===== src/rtl/ydpw_pkg.sv =====
// shared types, constants and helpers for the yuy2 dark pixel whitening pipeline
// no dependencies
package ydpw_pkg;

  localparam int SumW  = 26;
  localparam int FracW = 14;

  typedef logic [7:0]             pix_t;
  typedef logic signed [SumW-1:0] sum_t;

  typedef struct packed {
    pix_t r;
    pix_t g;
    pix_t b;
  } rgb_t;

  // configuration register indexes
  typedef logic [0:0] cfg_idx_t;
  localparam cfg_idx_t REG_DARK_THRESHOLD = 1'b0;
  localparam cfg_idx_t REG_FILL_VALUE     = 1'b1;

  localparam logic [8:0] DARK_THRESHOLD_RST = 9'd50;
  localparam pix_t       FILL_VALUE_RST     = 8'd255;

  // signed q2.14 coefficients
  localparam sum_t K_RV  = 26'sd23060;
  localparam sum_t K_GU  = 26'sd5661;
  localparam sum_t K_GV  = 26'sd11746;
  localparam sum_t K_BU  = 26'sd29147;
  localparam sum_t K_YR  = 26'sd4914;
  localparam sum_t K_YG  = 26'sd9617;
  localparam sum_t K_YB  = 26'sd1868;
  localparam sum_t K_UR  = 26'sd2764;
  localparam sum_t K_UG  = 26'sd5428;
  localparam sum_t K_HALF = 26'sd8192;
  localparam sum_t K_VG  = 26'sd6860;
  localparam sum_t K_VB  = 26'sd1332;
  localparam sum_t OFFSET_128 = 26'sd2097152;

  // negative to zero, floor, saturate at 255
  function automatic pix_t to_byte(input sum_t q);
    logic [SumW-FracW-1:0] f;
    pix_t                  res;
    f = q[SumW-1:FracW];
    if (q[SumW-1]) begin
      res = '0;
    end else if (f > 12'd255) begin
      res = 8'd255;
    end else begin
      res = f[7:0];
    end
    return res;
  endfunction

  function automatic sum_t ext_pix(input pix_t p);
    return $signed({{(SumW-8){1'b0}}, p});
  endfunction

endpackage


===== src/rtl/ydpw_rgb_unit.sv =====
// two-stage yuv to rgb conversion of one pixel with shared chroma
// depends on ydpw_pkg
module ydpw_rgb_unit
  import ydpw_pkg::*;
(
  input  logic clk,
  input  logic en,
  input  pix_t y,
  input  pix_t u,
  input  pix_t v,
  output rgb_t rgb_r
);

  sum_t u_s;
  sum_t v_s;
  sum_t yq_r, pr_r, pgu_r, pgv_r, pb_r;
  rgb_t rgb_nxt;

  // remove the 128 chroma offset
  assign u_s = ext_pix(u) - 26'sd128;
  assign v_s = ext_pix(v) - 26'sd128;

  always_ff @(posedge clk) begin
    if (en) begin
      yq_r  <= ext_pix(y) <<< FracW;
      pr_r  <= v_s * K_RV;
      pgu_r <= u_s * K_GU;
      pgv_r <= v_s * K_GV;
      pb_r  <= u_s * K_BU;
    end
  end

  always_comb begin
    rgb_nxt.r = to_byte(yq_r + pr_r);
    rgb_nxt.g = to_byte(yq_r - pgu_r - pgv_r);
    rgb_nxt.b = to_byte(yq_r + pb_r);
  end

  always_ff @(posedge clk) begin
    if (en) begin
      rgb_r <= rgb_nxt;
    end
  end

endmodule


===== src/rtl/yuy2_dark_pixel_whiten.sv =====
// top level: yuy2 macropixel to rgb, dark pixel fill, back to yuv
// depends on ydpw_pkg and ydpw_rgb_unit
//
//  channel | ports                                   | beat
//  in      | in_valid/in_ready, y0 u y1 v bytes      | one macropixel
//  out     | out_valid/out_ready, y0 u y1 v bytes    | one processed macropixel
//  cfg     | cfg_we, cfg_index, cfg_wdata            | one register write
//
// five register stages: chroma products, rgb clamp, whitening, back-conversion
// products, sums and clamp into the output register. one beat per cycle unless
// stalled: the whole pipeline holds while the output beat waits. in_ready is
// combinationally high when the output register is empty or out_ready is high;
// a synchronous active-low reset clears valid bits, sets threshold 50, fill 255.
module yuy2_dark_pixel_whiten
  import ydpw_pkg::*;
(
  input  logic       clk,
  input  logic       rst_n,
  input  logic       in_valid,
  output logic       in_ready,
  input  logic [7:0] in_luma_first,
  input  logic [7:0] in_chroma_blue,
  input  logic [7:0] in_luma_second,
  input  logic [7:0] in_chroma_red,
  output logic       out_valid,
  input  logic       out_ready,
  output logic [7:0] out_luma_first_out,
  output logic [7:0] out_chroma_blue_out,
  output logic [7:0] out_luma_second_out,
  output logic [7:0] out_chroma_red_out,
  input  logic       cfg_we,
  input  logic [0:0] cfg_index,
  input  logic [8:0] cfg_wdata
);

  logic       adv;
  logic [4:0] vld_r;
  logic [8:0] thr_r;
  pix_t       fill_r;

  rgb_t p0_rgb, p1_rgb;
  rgb_t p0_w_r, p1_w_r, p0_w_nxt, p1_w_nxt;
  sum_t y0r_r, y0g_r, y0b_r, y1r_r, y1g_r, y1b_r;
  sum_t ur_r, ug_r, ub_r, vr_r, vg_r, vb_r;
  pix_t o_y0_r, o_u_r, o_y1_r, o_v_r;

  assign adv      = !vld_r[4] || out_ready;
  assign in_ready = adv;

  always_ff @(posedge clk) begin
    if (!rst_n) begin
      vld_r <= '0;
    end else if (adv) begin
      vld_r <= {vld_r[3:0], in_valid};
    end
  end

  always_ff @(posedge clk) begin
    if (!rst_n) begin
      thr_r  <= DARK_THRESHOLD_RST;
      fill_r <= FILL_VALUE_RST;
    end else if (cfg_we) begin
      unique case (cfg_index)
        REG_DARK_THRESHOLD: thr_r  <= cfg_wdata;
        REG_FILL_VALUE:     fill_r <= cfg_wdata[7:0];
        default: ;
      endcase
    end
  end

  ydpw_rgb_unit u_rgb0 (
    .clk   (clk),
    .en    (adv),
    .y     (in_luma_first),
    .u     (in_chroma_blue),
    .v     (in_chroma_red),
    .rgb_r (p0_rgb)
  );

  ydpw_rgb_unit u_rgb1 (
    .clk   (clk),
    .en    (adv),
    .y     (in_luma_second),
    .u     (in_chroma_blue),
    .v     (in_chroma_red),
    .rgb_r (p1_rgb)
  );

  // dark when all three channels sit strictly below the threshold
  function automatic rgb_t whiten(input rgb_t p, input logic [8:0] thr, input pix_t fill);
    rgb_t res;
    if (({1'b0, p.r} < thr) && ({1'b0, p.g} < thr) && ({1'b0, p.b} < thr)) begin
      res = '{r: fill, g: fill, b: fill};
    end else begin
      res = p;
    end
    return res;
  endfunction

  assign p0_w_nxt = whiten(p0_rgb, thr_r, fill_r);
  assign p1_w_nxt = whiten(p1_rgb, thr_r, fill_r);

  always_ff @(posedge clk) begin
    if (adv) begin
      p0_w_r <= p0_w_nxt;
      p1_w_r <= p1_w_nxt;
    end
  end

  always_ff @(posedge clk) begin
    if (adv) begin
      y0r_r <= ext_pix(p0_w_r.r) * K_YR;
      y0g_r <= ext_pix(p0_w_r.g) * K_YG;
      y0b_r <= ext_pix(p0_w_r.b) * K_YB;
      y1r_r <= ext_pix(p1_w_r.r) * K_YR;
      y1g_r <= ext_pix(p1_w_r.g) * K_YG;
      y1b_r <= ext_pix(p1_w_r.b) * K_YB;
      ur_r  <= ext_pix(p0_w_r.r) * K_UR;
      ug_r  <= ext_pix(p0_w_r.g) * K_UG;
      ub_r  <= ext_pix(p0_w_r.b) * K_HALF;
      vr_r  <= ext_pix(p0_w_r.r) * K_HALF;
      vg_r  <= ext_pix(p0_w_r.g) * K_VG;
      vb_r  <= ext_pix(p0_w_r.b) * K_VB;
    end
  end

  always_ff @(posedge clk) begin
    if (adv) begin
      o_y0_r <= to_byte(y0r_r + y0g_r + y0b_r);
      o_y1_r <= to_byte(y1r_r + y1g_r + y1b_r);
      o_u_r  <= to_byte(ub_r - ur_r - ug_r + OFFSET_128);
      o_v_r  <= to_byte(vr_r - vg_r - vb_r + OFFSET_128);
    end
  end

  assign out_valid           = vld_r[4];
  assign out_luma_first_out  = o_y0_r;
  assign out_chroma_blue_out = o_u_r;
  assign out_luma_second_out = o_y1_r;
  assign out_chroma_red_out  = o_v_r;

endmodule

===== config.mk =====
export PLATFORM = sky130hd
export DESIGN_NAME = yuy2_dark_pixel_whiten
export DESIGN_NICKNAME = d
export VERILOG_FILES = /design/src/rtl/ydpw_pkg.sv /design/src/rtl/ydpw_rgb_unit.sv /design/src/rtl/yuy2_dark_pixel_whiten.sv
export SDC_FILE = /design/constraint.sdc
export NUM_CORES = 2
export LEC_CHECK = 0
export BUFFER_PORTS_ARGS = -buffer_cell sky130_fd_sc_hd__buf_2
export CORE_MARGIN = 8
export CORE_UTILIZATION = 55
export CTS_CLUSTER_SIZE = 12
export DETAILED_ROUTE_END_ITERATION = 16
export GPL_TIMING_DRIVEN = 0
export HOLD_SLACK_MARGIN = 0.06
export PLACE_DENSITY = 0.71
export SYNTH_ARGS = -nofsm -noshare
export SYNTH_HDL_FRONTEND = slang
export SYNTH_HIERARCHICAL = 1
export SYNTH_SLANG_ARGS = --single-unit
export TNS_END_PERCENT = 30

===== constraint.sdc =====
create_clock -name clk -period 14.9 [get_ports clk]
set_clock_uncertainty 0.1 [all_clocks]
set_input_delay 0.745 -clock clk [delete_from_list [all_inputs] [get_ports clk]]
set_output_delay 0.745 -clock clk [all_outputs]
set_load 0.1 [all_outputs]

=== Yosys cells after proc, flatten, opt, wreduce, memory -nomap -nowiden ===
Index checks and enable logic that the tools add are counted.

* $add $sub $neg: 20
* Multiply operators: 14
* Order comparisons: 16
* Mux-type cells: 12
* Bitwise gates (word level): 1
* Reductions and logical operators: 8

{| class="wikitable"
|+ Operator list
! cell !! count
|-
| 12-bit by 8-bit greater-than comparator with 1-bit output (second input constant) || 10
|-
| 23-bit by 26-bit adder with 26-bit output || 4
|-
| 26-bit adder || 4
|-
| 26-bit subtractor || 4
|-
| 8-bit 2-to-1 mux || 10
|-
| 8-bit by 9-bit < comparator with 1-bit output || 6
|-
| 26-bit by 23-bit adder with 26-bit output (second input constant) || 2
|-
| 22-bit by 26-bit subtractor with 26-bit output || 2
|-
| 23-bit by 26-bit subtractor with 26-bit output || 2
|-
| 8-bit by 9-bit multiplier with 17-bit output (second input constant) || 3
|-
| 24-bit 2-to-1 mux || 2
|-
| 9-bit by 14-bit multiplier with 23-bit output (second input constant) || 2
|-
| 8-bit by 14-bit multiplier with 22-bit output (second input constant) || 2
|-
| 8-bit by 12-bit multiplier with 20-bit output (second input constant) || 2
|-
| 8-bit by 11-bit multiplier with 19-bit output (second input constant) || 2
|-
| 26-bit by 14-bit multiplier with 26-bit output (second input constant) || 1
|-
| 26-bit by 16-bit multiplier with 26-bit output (second input constant) || 1
|-
| 8-bit by 10-bit multiplier with 18-bit output (second input constant) || 1
|-
| 8-bit by 8-bit subtractor with 9-bit output (second input constant) || 2
|-
| 1-bit logical AND || 4
|-
| 2-bit AND reduction || 2
|-
| 1-bit zero test || 1
|-
| 1-bit logical OR || 1
|-
| 1-bit inverter || 1
|}

* Register bits after elaboration: 529
* Bits of input ports: 47
* Logic and storage cells: 108

=== Logic depth before layout (Yosys ltp) ===
* Word-level depth: 5
* Depth in mapped cells: 20

=== By module ===
Netlist, hierarchy kept.

{| class="wikitable"
|+ By module, submodules not included
! module !! instances !! cells an instance !! area each (um^2) !! sequential area each (um^2)
|-
| yuy2_dark_pixel_whiten || 1 || 2515 || 28243.3 || 8728.4
|-
| ydpw_rgb_unit (u_rgb0) || 1 || 1137 || 12265.5 || 3002.9
|-
| ydpw_rgb_unit (u_rgb1) || 1 || 1120 || 12109.1 || 3002.9
|}

=== Least setup slack after synthesis ===
Ideal clock, no wire load.

* Kind: reg2reg
* From: register vld_r[4]
* To: register o_u_r[0], in the netlist out_chroma_blue_out[0] (enable)
* Library setup time: 849 ps
* Arrival time: 10794 ps
* Required time: 13951 ps
* Path slack: 3157 ps
* Stages on the path, launching flop included: 4
* Period minus slack after synthesis: 11743 ps
* Path through: dfxtp_1 -> nor2b_1 -> clkbuf_1 -> inv_1

* Longest elaborated chain between the ends: 2

{| class="wikitable"
|+ RTL lines
! what !! RTL line !! text
|-
| start: declaration || yuy2_dark_pixel_whiten.sv:37 || <nowiki>logic [4:0] vld_r;</nowiki>
|-
| start signal: assignment || yuy2_dark_pixel_whiten.sv:54 || <nowiki>vld_r <= {vld_r[3:0], in_valid};</nowiki>
|-
| 1-bit zero test || yuy2_dark_pixel_whiten.sv:47 || <nowiki>assign adv = !vld_r[4] || out_ready;</nowiki>
|-
| 1-bit logical OR || yuy2_dark_pixel_whiten.sv:47 ||
|-
| named net in_ready || yuy2_dark_pixel_whiten.sv:20 || <nowiki>output logic in_ready,</nowiki>
|-
| end signal: assignment || yuy2_dark_pixel_whiten.sv:131 || <nowiki>o_u_r <= to_byte(ub_r - ur_r - ug_r + OFFSET_128);</nowiki>
|-
| end: declaration || yuy2_dark_pixel_whiten.sv:45 || <nowiki>pix_t o_y0_r, o_u_r, o_y1_r, o_v_r;</nowiki>
|}

The timed path passes the listed nets, and every way through them passes these cells.
A chain may end at the register's enable or synchronous reset.

=== Worst setup path in the final report ===
* From: input in_chroma_blue[7]
* To: register u_rgb1.pb_r[24], data pin

* Longest elaborated chain between the ends: 2

{| class="wikitable"
|+ RTL lines
! what !! RTL line !! text
|-
| start: declaration || yuy2_dark_pixel_whiten.sv:22 || <nowiki>input logic [7:0] in_chroma_blue,</nowiki>
|-
| 8-bit by 8-bit subtractor with 9-bit output || ydpw_rgb_unit.sv:20 || <nowiki>assign u_s = ext_pix(u) - 26'sd128;</nowiki>
|-
| 26-bit by 16-bit multiplier with 26-bit output || ydpw_rgb_unit.sv:29 || <nowiki>pb_r <= u_s * K_BU;</nowiki>
|-
| end signal: assignment || ydpw_rgb_unit.sv:29 ||
|-
| end: declaration || ydpw_rgb_unit.sv:16 || <nowiki>sum_t yq_r, pr_r, pgu_r, pgv_r, pb_r;</nowiki>
|}

No other way between the ends.

==> metrics.csv <==
metric,value,unit
synth_area_leaders,"ha_1, edfxtp_1, fa_1, inv_1, xnor2_1",
synth-xor-area-share,4.44,%
hpwl,86500,µm
grt_max_degree,137,
first_pass_iters,6,
netlist_area,52600,µm²
maxCapViolCount,0,
mostFrequentLayoutCells,"ha_1, inv_1, edfxtp_1, fa_1, xnor2_1",
num_vias,33900,
status,finished clean,
final_hold_viol_count,0,
synth_compound_area_share,9.68,%
r2r_setup_slack,9.88,ns
crit_family,compound AO/OA/AOI/OAI gates,
drt_iter0_markers,1652,
rsz0062_at_grt,no,
yosys.area_share.simple,6.65,%
required,15.21,ns
cts.sinks,498,
drive_gt1_share,6.10,%
root_buffer,clkbuf_16,
grt_overflow,0,
ys_types,95,
min-delay-start,in_luma_second[1],
clk_pin_slew,0.06,ns
start_util,55.5,%
num_rows,113,
layout_setup_ws,8.58,ns
synth_seq_cells,498,
yosys_warnings,6,
period_share,42.4,%
grt_pass1_vias,34800,
crit_chain,buf_2 > inv_1 > ha_1 > inv_1 > ha_1 > xor2_1 > ha_1 > a21o_1 > fa_1 > inv_1 > fa_1 > inv_1 > ha_1 > o21a_1 > o211ai_1 > o21ai_0 > a21oi_1 > o22ai_1 > o41ai_1 > o21bai_1 > xor2_1,
syn_nets,6382,
cts_setup_buffers,0,
hold_depth,1,
synth_top_family_by_area,adder cells,
worst_ep_arrival_time,6.63,ns
slowest_delay,0.56,ns
fp.dieH,325,µm
r2r_start,p0_w_r[14],
synth.largest_area_cell,ha_1,
worstRegToRegCells,14,
worst_pin_slew,0.915,ns
antenna_found_initial,11,
setup_viol,0,
final_common_cell,ha_1,
crit_type,input pin to flop,
die_w,325,µm
synth_cells,4772,
die_area,106000,µm²
slew_violations,0,
cp-startpoint,in_chroma_blue[7],
place_congestion,0.901,
yosysTopAreaCellShare,27.4,%
cp_num_cells,21,
cts.repair.resized,0,
clock_latency,0.67,ns
area_delta_synth_final,7.88,%
start_kind,input pin,
synth_area_per_cell,11.0,µm²
critPathSlowestCell,buf_2,
via_per_inst,5.44,
ios,81,
portBuffers,80,
rr_endpoint,y0g_r[21],
muxShareOfSynthArea,1.59,%
cp_max_fo,18,
nets,6526,
hold_path_class,input pin to flop,
cts_tree,built,
fin_crit,6.33,ns
place_ws,7.97,ns
wire_per_inst,16.9,µm
grt_pass1_wl,175000,µm
crit_buf_inv,5,
slew_headroom,39.0,%
endpoint_kind,flop,
drc,0,
ys_seq_area_share,28.0,%
routed_wl,106000,µm
synth_edf_count,476,
grt.total_usage,20.1,%
antenna_left,0,
cts_buffer_depth,3,
cts_buffers,59,
worstSetupEndpoint,u_rgb1/pb_r[24],
htree_levels,2,
synth_fa_ha_area_share,43.0,%
hold_buffers,0,
synth_ff_type,edfxtp_1,
fmax,0.158,GHz
coreArea,94900,µm²
async_reset_ff_share,0,%
cell type report:
class / instances / area [µm²]
fill: 7766 / 38100
multi-input combinational: 3353 / 34400
sequential: 498 / 14700
inverter: 907 / 3410
tap: 1265 / 1580
clock buffer: 70 / 1530
clock inverter: 41 / 534
timing repair buffer: 83 / 483
buffer: 14 / 82.6
antenna: 4 / 10.0
Yosys cell counts, drive strengths merged, types with 6 or more instances:
library cell / number
ha: 1154
inv: 907
edfxtp: 476
fa: 409
xnor2: 196
a21oi: 194
nor2: 187
nand2: 151
o21ai: 144
a21o: 84
nor3: 84
o21a: 81
xor2: 71
nand3: 64
mux2: 53
nor2b: 41
or2: 39
nand2b: 35
a31oi: 34
o21bai: 33
a211oi: 28
dfxtp: 22
o211ai: 22
a21boi: 21
and2: 16
and3: 15
or3: 15
nand4: 13
o31ai: 11
o41ai: 11
clkbuf: 10
o31a: 9
a31o: 8
mux2i: 8
nor3b: 8
nor4: 8
o2111ai: 8
a211o: 7
a311oi: 6
a41o: 6
per-stage QoR:
stage          instance area (µm²)  setup TNS [ns]  instances  utilization, %  hold slack [ns]
6_report                     56800               0       6235            59.8            0.156
4_1_cts                      56800               0       6231            59.8            0.103
3_3_place_gp                 54600          -69.56       6117            57.6            0.352
3_5_place_dp                 54700               0       6120            57.6            0.358
5_1_grt                      56800               0       6231            59.8            0.117
2_1_floorplan                52600               0       4772               -            0.340
registers in the layout, summed over array words and instances, names as in the netlist, 16 cells and up:
register      count
p0_w_r           24
p1_w_r           24
u_rgb0/pgu_r     23
u_rgb0/pgv_r     23
u_rgb0/rgb_r     24
u_rgb1/pgu_r     23
u_rgb1/pgv_r     23
u_rgb1/rgb_r     24
ug_r             18
ur_r             17
vg_r             19
y0b_r            16
y0g_r            20
y0r_r            17
y1b_r            17
y1g_r            21
y1r_r            20
worst register-to-register path, delay by kind of cell (launching register included):
family / cells / cell delay [ns]
fa+ha+maj: 5 / 2.11
flops: 1 / 0.80
compound gates: 3 / 1.06
buf+inv: 4 / 0.50
simple gates: 2 / 0.15
per-layer routing:
metal	routed length [µm]	track usage, %
met1	47700	26.5
met4	2460	4.63
met2	50200	34.5
met3	5250	3.42
met5	34	0
kinds of logic after synthesis:
| group | Yosys count |
|---|---|
| fa+ha+maj | 1563 |
| buf+inv | 921 |
| mux | 61 |
| xor+xnor | 267 |
| compound gates | 753 |
| flops | 498 |
| simple gates | 707 |
| other cells | 2 |
worst min path at each step:
stage / end / slack (ns)
6_report: u_rgb1/yq_r[15] / 0.16
2_1_floorplan: vld_r[4] / 0.34
3_5_place_dp: vld_r[4] / 0.36
4_1_cts: u_rgb1/yq_r[15] / 0.10
3_3_place_gp: thr_r[2] / 0.35
5_1_grt: u_rgb1/yq_r[21] / 0.12
Power is left out: the tool's default activity adds up to more than one toggle a clock period on the data nets, which glitch-free logic cannot reach.
